--- config.mk ---
export PLATFORM = sky130hd
export DESIGN_NAME = pcrm_ctrl
export DESIGN_NICKNAME = d
export VERILOG_FILES = /design/src/pcrm_pkg.sv /design/src/pcrm_ctrl.sv
export SDC_FILE = /design/constraint.sdc
export NUM_CORES = 1
export LEC_CHECK = 0
export BUFFER_PORTS_ARGS = -buffer_cell sky130_fd_sc_hd__buf_4
export CAP_MARGIN = 40
export CORE_AREA = 2 2 39 41
export CTS_CLUSTER_SIZE = 14
export DETAILED_ROUTE_END_ITERATION = 10
export DIE_AREA = 0 0 41 43
export GPL_TIMING_DRIVEN = 1
export HOLD_SLACK_MARGIN = 0.02
export PLACE_DENSITY = 0.54
export SETUP_SLACK_MARGIN = 0.4
export SYNTH_ARGS = -nofsm -noshare
export SYNTH_HDL_FRONTEND = slang
export SYNTH_SLANG_ARGS = --single-unit
--- constraint.sdc ---
create_clock -name clock -period 1.9 [get_ports clock]
set_clock_uncertainty 0.05 [all_clocks]
set_input_delay 0.19 -clock clock [delete_from_list [all_inputs] [get_ports clock]]
set_output_delay 0.19 -clock clock [all_outputs]
set_load 0.05 [all_outputs]
--- src/pcrm_pkg.sv ---
// Package: shared constants, types and state encodings for the port counter rate meter.
package pcrm_pkg;

   localparam int MaxPorts   = 64;
   localparam int SlotWidth  = $clog2(MaxPorts);
   localparam int CountWidth = 7;
   localparam int PortWidth  = 32;
   localparam int CtrWidth   = 64;
   localparam int TimeWidth  = 32;
   localparam int RateWidth  = 32;
   localparam int CsrAddrWidth = 1;
   localparam int CsrDataWidth = 7;
   localparam int DivCntWidth  = $clog2(CtrWidth + 1);

   // Slot memory row: counters and times.
   localparam int RowWidth = 4 * CtrWidth + 2 * TimeWidth;

   localparam logic [CsrAddrWidth-1:0] CsrTimeSource = 1'd0;
   localparam logic [CsrAddrWidth-1:0] CsrPortCount  = 1'd1;

   localparam logic CmdLoad  = 1'b0;
   localparam logic CmdStats = 1'b1;

   typedef enum logic [3:0] {
      ST_IDLE,
      ST_LOAD,
      ST_SEARCH,
      ST_READ,
      ST_CHECK,
      ST_DIVIDE,
      ST_WRITE,
      ST_OUT
   } state_type;

   typedef struct packed {
      logic capture;
      logic load_write;
      logic search_start;
      logic search_step;
      logic mem_read;
      logic div_start;
      logic div_step;
      logic update_write;
      logic set_fresh;
      logic set_found;
      logic set_updated;
      logic result_load;
   } cmd_type;

   typedef struct packed {
      logic is_stats;
      logic search_done;
      logic search_hit;
      logic interval_zero;
      logic seen;
      logic div_done;
   } status_type;

   typedef struct packed {
      logic                 found;
      logic                 updated;
      logic                 rates_fresh;
      logic [SlotWidth-1:0] hit_slot;
      logic [RateWidth-1:0] rx_byte_rate;
      logic [RateWidth-1:0] tx_byte_rate;
      logic [RateWidth-1:0] rx_packet_rate;
      logic [RateWidth-1:0] tx_packet_rate;
   } rsp_type;

   typedef struct packed {
      logic                 cmd;
      logic [5:0]           slot;
      logic [PortWidth-1:0] port_number;
      logic [CtrWidth-1:0]  rx_packet_count;
      logic [CtrWidth-1:0]  tx_packet_count;
      logic [CtrWidth-1:0]  rx_byte_count;
      logic [CtrWidth-1:0]  tx_byte_count;
      logic [TimeWidth-1:0] now_sec;
      logic [TimeWidth-1:0] uptime_sec;
   } req_type;

endpackage

--- src/pcrm_ctrl.sv ---
// Controller: sequences load, search, lookup, division and result for one item.
module pcrm_ctrl (
   input  logic                  clock,
   input  logic                  reset,
   input  logic                  req_valid,
   output logic                  req_ready,
   output logic                  rsp_valid,
   input  logic                  rsp_ready,
   input  pcrm_pkg::status_type  status,
   output pcrm_pkg::cmd_type     cmd
);
   pcrm_pkg::state_type state_ff, state_in;
   logic rsp_valid_ff, rsp_valid_in;

   always_ff @(posedge clock) begin
      if (reset) begin
         state_ff     <= pcrm_pkg::ST_IDLE;
         rsp_valid_ff <= 1'b0;
      end else begin
         state_ff     <= state_in;
         rsp_valid_ff <= rsp_valid_in;
      end
   end

   always_comb begin
      state_in     = state_ff;
      cmd          = '0;
      req_ready    = 1'b0;
      rsp_valid_in = rsp_valid_ff;
      if (rsp_valid_ff && rsp_ready) begin
         rsp_valid_in = 1'b0;
      end
      case (state_ff)
         pcrm_pkg::ST_IDLE: begin
            req_ready = 1'b1;
            if (req_valid) begin
               cmd.capture = 1'b1;
               state_in = pcrm_pkg::ST_LOAD;
            end
         end
         pcrm_pkg::ST_LOAD: begin
            if (status.is_stats) begin
               cmd.search_start = 1'b1;
               state_in = pcrm_pkg::ST_SEARCH;
            end else begin
               cmd.load_write = 1'b1;
               state_in = pcrm_pkg::ST_OUT;
            end
         end
         pcrm_pkg::ST_SEARCH: begin
            if (status.search_hit) begin
               cmd.mem_read = 1'b1;
               cmd.set_found = 1'b1;
               state_in = pcrm_pkg::ST_READ;
            end else if (status.search_done) begin
               state_in = pcrm_pkg::ST_OUT;
            end else begin
               cmd.search_step = 1'b1;
            end
         end
         pcrm_pkg::ST_READ: begin
            state_in = pcrm_pkg::ST_CHECK;
         end
         pcrm_pkg::ST_CHECK: begin
            if (status.interval_zero) begin
               state_in = pcrm_pkg::ST_OUT;
            end else if (status.seen) begin
               cmd.div_start = 1'b1;
               cmd.set_fresh = 1'b1;
               state_in = pcrm_pkg::ST_DIVIDE;
            end else begin
               state_in = pcrm_pkg::ST_WRITE;
            end
         end
         pcrm_pkg::ST_DIVIDE: begin
            if (status.div_done) begin
               state_in = pcrm_pkg::ST_WRITE;
            end else begin
               cmd.div_step = 1'b1;
            end
         end
         pcrm_pkg::ST_WRITE: begin
            cmd.update_write = 1'b1;
            cmd.set_updated  = 1'b1;
            state_in = pcrm_pkg::ST_OUT;
         end
         pcrm_pkg::ST_OUT: begin
            if (!rsp_valid_ff || rsp_ready) begin
               cmd.result_load = 1'b1;
               rsp_valid_in = 1'b1;
               state_in = pcrm_pkg::ST_IDLE;
            end
         end
         default: begin
            state_in = pcrm_pkg::ST_IDLE;
         end
      endcase
   end

   assign rsp_valid = rsp_valid_ff;
endmodule

; Yosys cells after proc, flatten, opt, wreduce, memory -nomap -nowiden
; Cells that the tools add are included.
[word_totals]
n_memories = 0
ram_bits = 0
rom_bits = 0
register_bits = 5
latch_bits = 0
[op_classes]
div = 0
n_lt_le_gt_ge = 0
n_mux = 31
eq_ne = 11
shifts = 0
addsub = 0
n_reduce_logical = 5
multipliers = 0
bitwise_logic = 0
[ops]
columns = cell, count
row1 = 4-bit one-hot mux with 8 select lines, 1
row2 = 4-bit 2-to-1 mux, 6
row3 = 1-bit 2-to-1 mux, 20
row4 = "4-bit by 3-bit equality test with 1-bit output, second input constant", 4
row5 = "4-bit by 2-bit equality test with 1-bit output, second input constant", 2
row6 = 2-bit 2-to-1 mux, 3
row7 = "2-bit inequality test, second input constant", 3
row8 = "4-bit by 1-bit equality test with 1-bit output, second input constant", 1
row9 = 4-bit logical NOT, 1
row10 = 4-bit AND reduction, 1
row11 = 3-bit 2-to-1 mux, 1
row12 = "3-bit inequality test, second input constant", 1
row13 = 1-bit logical AND, 1
row14 = 1-bit logical NOT, 1
row15 = 1-bit logical OR, 1

; Longest topological paths before layout
[logic_depth]
depth_word = 4
ltp_mapped = 4
ltp_nobuf = 4

; Worst setup path before layout
; Ideal clock, no wire load.
[synth_timing]
kind = reg-to-output
from = register state_ff[2]
to = output port cmd[6] in the netlist's numbering
stages_incl_launch_ff = 5
path_buffers = 2
arrival_ns = 2.555
slack_ns = -0.895
path_cell_list = dfxtp_1 > buf_2 > nand2_1 > nor4_1 > buf_4
[synth_rtl]
columns = item, line
row1 = from (decl), pcrm_ctrl.sv:12  ; pcrm_pkg::state_type state_ff, state_in;
row2 = from (signal assigned), pcrm_ctrl.sv:17  ; state_ff <= pcrm_pkg::ST_IDLE;
row3 = from (signal assigned), pcrm_ctrl.sv:20  ; state_ff <= state_in;
row4 = to (decl), pcrm_ctrl.sv:10  ; output pcrm_pkg::cmd_type cmd

==> flow_metrics.tcl <==
set metrics [dict create \
    path_delay_family "flip-flops" \
    required_ns 1.66 \
    tns_ns 0 \
    ctsHoldBuffers 0 \
    cts_buffers 3 \
    viasPerCell 4.85 \
    grt_max_degree 18 \
    reg2reg_from "state_ff[2]" \
    crit_slowest_cell "dfxtp_4" \
    ys_types 24 \
    die_width_um 41 \
    drive_gt1_frac 0.628 \
    worstSetupEndpoint "cmd[10]" \
    fmax_ghz 0.676 \
    fin_ws_ns 0.421 \
    syn-num-nets 59 \
    worst-path-max-fanout 13 \
    final_cells 94 \
    p_sw_frac 0.500 \
    hold_class "input pin to register" \
    crit_arrival_ns 1.24 \
    highest_layer "met3" \
    p_per_area_nw_per_um2 1620 \
    worst_pin_slew_ns 0.363 \
    path_cells "buf_4 > nor4b_4 > buf_6" \
    ir_drop_v 0.000768 \
    synth_cells 49 \
    power_switching_mw 0.592 \
    ys_seq_area_frac 0.221 \
    endpoint_kind "output pin" \
    wire_per_inst_um 11.0 \
    diodes 0 \
    clkPwrFrac 0.098 \
    cts_buffer_depth 2 \
    grt_pass1_vias 410 \
    area_delta_synth_final_pct 101 \
    rsz0062_at_grt "true" \
    wl_met1_um 416 \
    cts.sinks 4 \
    nFillCells 145 \
    clkLatencyLatePin_ns 0.24 \
    cts_tree "built" \
    drt_iter0_markers 0 \
    grt_util_all_layers 0.128 \
    grt_overflow 0 \
    ys_top_cells_by_area "dfxtp_1 22%, buf_4 6.2%, and2_1 5.2%" \
    synth_area_per_cell_um2 7.41 \
    start_util 0.262 \
    grt_pass1_wl_mm 1.60 \
    clk_pin_slew_ns 0.04 \
    hold_viol 0 \
    yosysTopAreaCellShare 0.221 \
    antenna_found_initial 0 \
    path_depth 3 \
    gp_congestion 0.718 \
    cts_root_buf "clkbuf_4" \
    die-area_um2 1760 \
    via_count 456 \
    reg2reg_to "state_ff[0]" \
    route.met2.wl_um 575 \
    slew_violations 0 \
    finish.utilization 0.527 \
    drc 0 \
    portBuffers 23 \
    start_kind "register" \
    rrSetupSlack_ns 0.50 \
    cts-htree-levels 1 \
    max_stage_delay_ns 0.40 \
    core-area_um2 1380 \
    drv_cap 0 \
    comb_power_share 0.678 \
    wl_met3_um 46 \
    routed_wl_mm 1.04 \
    seq_power_share 0.224 \
    status "finished, final reports clean" \
    yosys.area.top_type "dfxtp_1" \
    crit_start "state_ff[2]" \
    critPathKind "register to output pin" \
    crit_buf_inv 2 \
    place_inst 83 \
    pin_count 24 \
    finalCritPeriodShare 0.778 \
    reg2regPathDepth 4 \
    finalNetCount 89 \
    max_slew_margin 0.756 \
    drt_pre_antenna_iters 1 \
    seqCellArea_um2 91.3 \
    ys_warn_count 0 \
    synth_seq_cells 4 \
    multi_input_area_um2 318 \
    rows 14 \
    ant_nets 0 \
    period_needed_ns 1.48 \
    hpwlAfterDp_um 754 \
    pre_cts_slack_ns 0.470 \
    synth.cell_area_um2 363 \
    internal-power_mw 0.592 \
    die_h_um 43 \
    power_leakage_nw 0.322 \
    finalSetupViolations 0 \
]
[flip-flops by register name, indices dropped and copies added, names as in the netlist]
signal / cells
state_ff: 3
rsp_valid: 1
[per-stage QoR]
stage / area (um2) / hold slack [ns] / power (mW)
after floorplan: 472 / 0.209 / 0.816
after global placement: 608 / 0.337 / 0.912
after detailed placement: 608 / 0.340 / 0.910
after CTS: 674 / 0.0838 / 1.09
after global routing: 729 / 0.0975 / 1.26
final: 729 / 0.0925 / 1.18
[worst min path at each step]
stage,to,start,depth (start not counted),slack (ns)
floorplan,rsp_valid,reset,1,0.21
global placement,rsp_valid,reset,2,0.34
detailed placement,state_ff[2],reset,2,0.34
CTS,state_ff[2],reset,2,0.08
global route,state_ff[2],reset,2,0.1
finish,state_ff[2],reset,2,0.09
[cell type report]
type,instances,area share
inverter,3,0.0154
sequential,4,0.125
clock buffer,4,0.0360
tap,16,0.0274
multi-input combinational,36,0.436
timing repair buffer,31,0.360
[kinds of logic after synthesis]
| group | synth area share |
|---|---|
| buf+inv | 0.134 |
| compound gates | 0.221 |
| simple gates | 0.424 |
| flops | 0.221 |
[metal layers]
metal  global-route usage  vias up
li1                     -      231
met1                0.160      214
met2                0.206       11
met3               0.0157        0
met4               0.0600        0
met5                    0        -
[power groups by stage]
stage	clock network [mW]	logic (mW)	registers [mW]
6_report	0.115	0.803	0.265
5_1_grt	0.125	0.853	0.279
4_1_cts	0.122	0.697	0.272
3_5_place_dp	0	0.649	0.262
3_3_place_gp	0	0.650	0.263
2_1_floorplan	0	0.645	0.172
[worst reg2reg max path, cell delays in order, from the launching register on]
cell      delay [ns]
dfxtp_4         0.40
nor4_1          0.38
a211oi_2        0.09
and4_1          0.19
a31o_1          0.17
[cells in the final DEF, fill, tap and decap left out, types with 2 or more instances in the layout]
cell type / netlist / final
dfxtp_4: 0 / 3
inv_1: 3 / 3
nor3_1: 3 / 2
buf_6: 0 / 6
nor4b_4: 0 / 2
nand2b_1: 3 / 3
a21oi_1: 3 / 3
o21ai_0: 2 / 2
nand2_1: 3 / 2
clkbuf_4: 0 / 3
a31oi_1: 2 / 2
buf_4: 3 / 24
[cells in the mapped netlist]
| cell type | instances |
|---|---|
| nor4b_1 | 2 |
| nand2b_1 | 3 |
| and4bb_4 | 1 |
| a31o_1 | 1 |
| nor3b_2 | 1 |
| a211oi_2 | 1 |
| nor2b_1 | 1 |
| nor4_1 | 2 |
| nand3_1 | 1 |
| inv_1 | 3 |
| nor3_1 | 3 |
| o21a_1 | 1 |
| and2_1 | 3 |
| nand2_1 | 3 |
| a22o_1 | 1 |
| buf_4 | 3 |
| a31oi_1 | 2 |
| o21ai_1 | 1 |
| dfxtp_1 | 4 |
| buf_2 | 3 |
| nor2_1 | 3 |
| a21oi_1 | 3 |
| o21ai_0 | 2 |
| and4_1 | 1 |
[timing repair]
| item | 4_1_cts | 5_1_grt |
|---|---|---|
| resized for setup | 9 | 3 |
| buffers inserted | 1 | 6 |
| pin swaps | 2 | 1 |
| endpoints found under the hold margin | 0 | 0 |
| setup endpoints to repair | 11 | 10 |
Power figures use the tool's default switching activity.
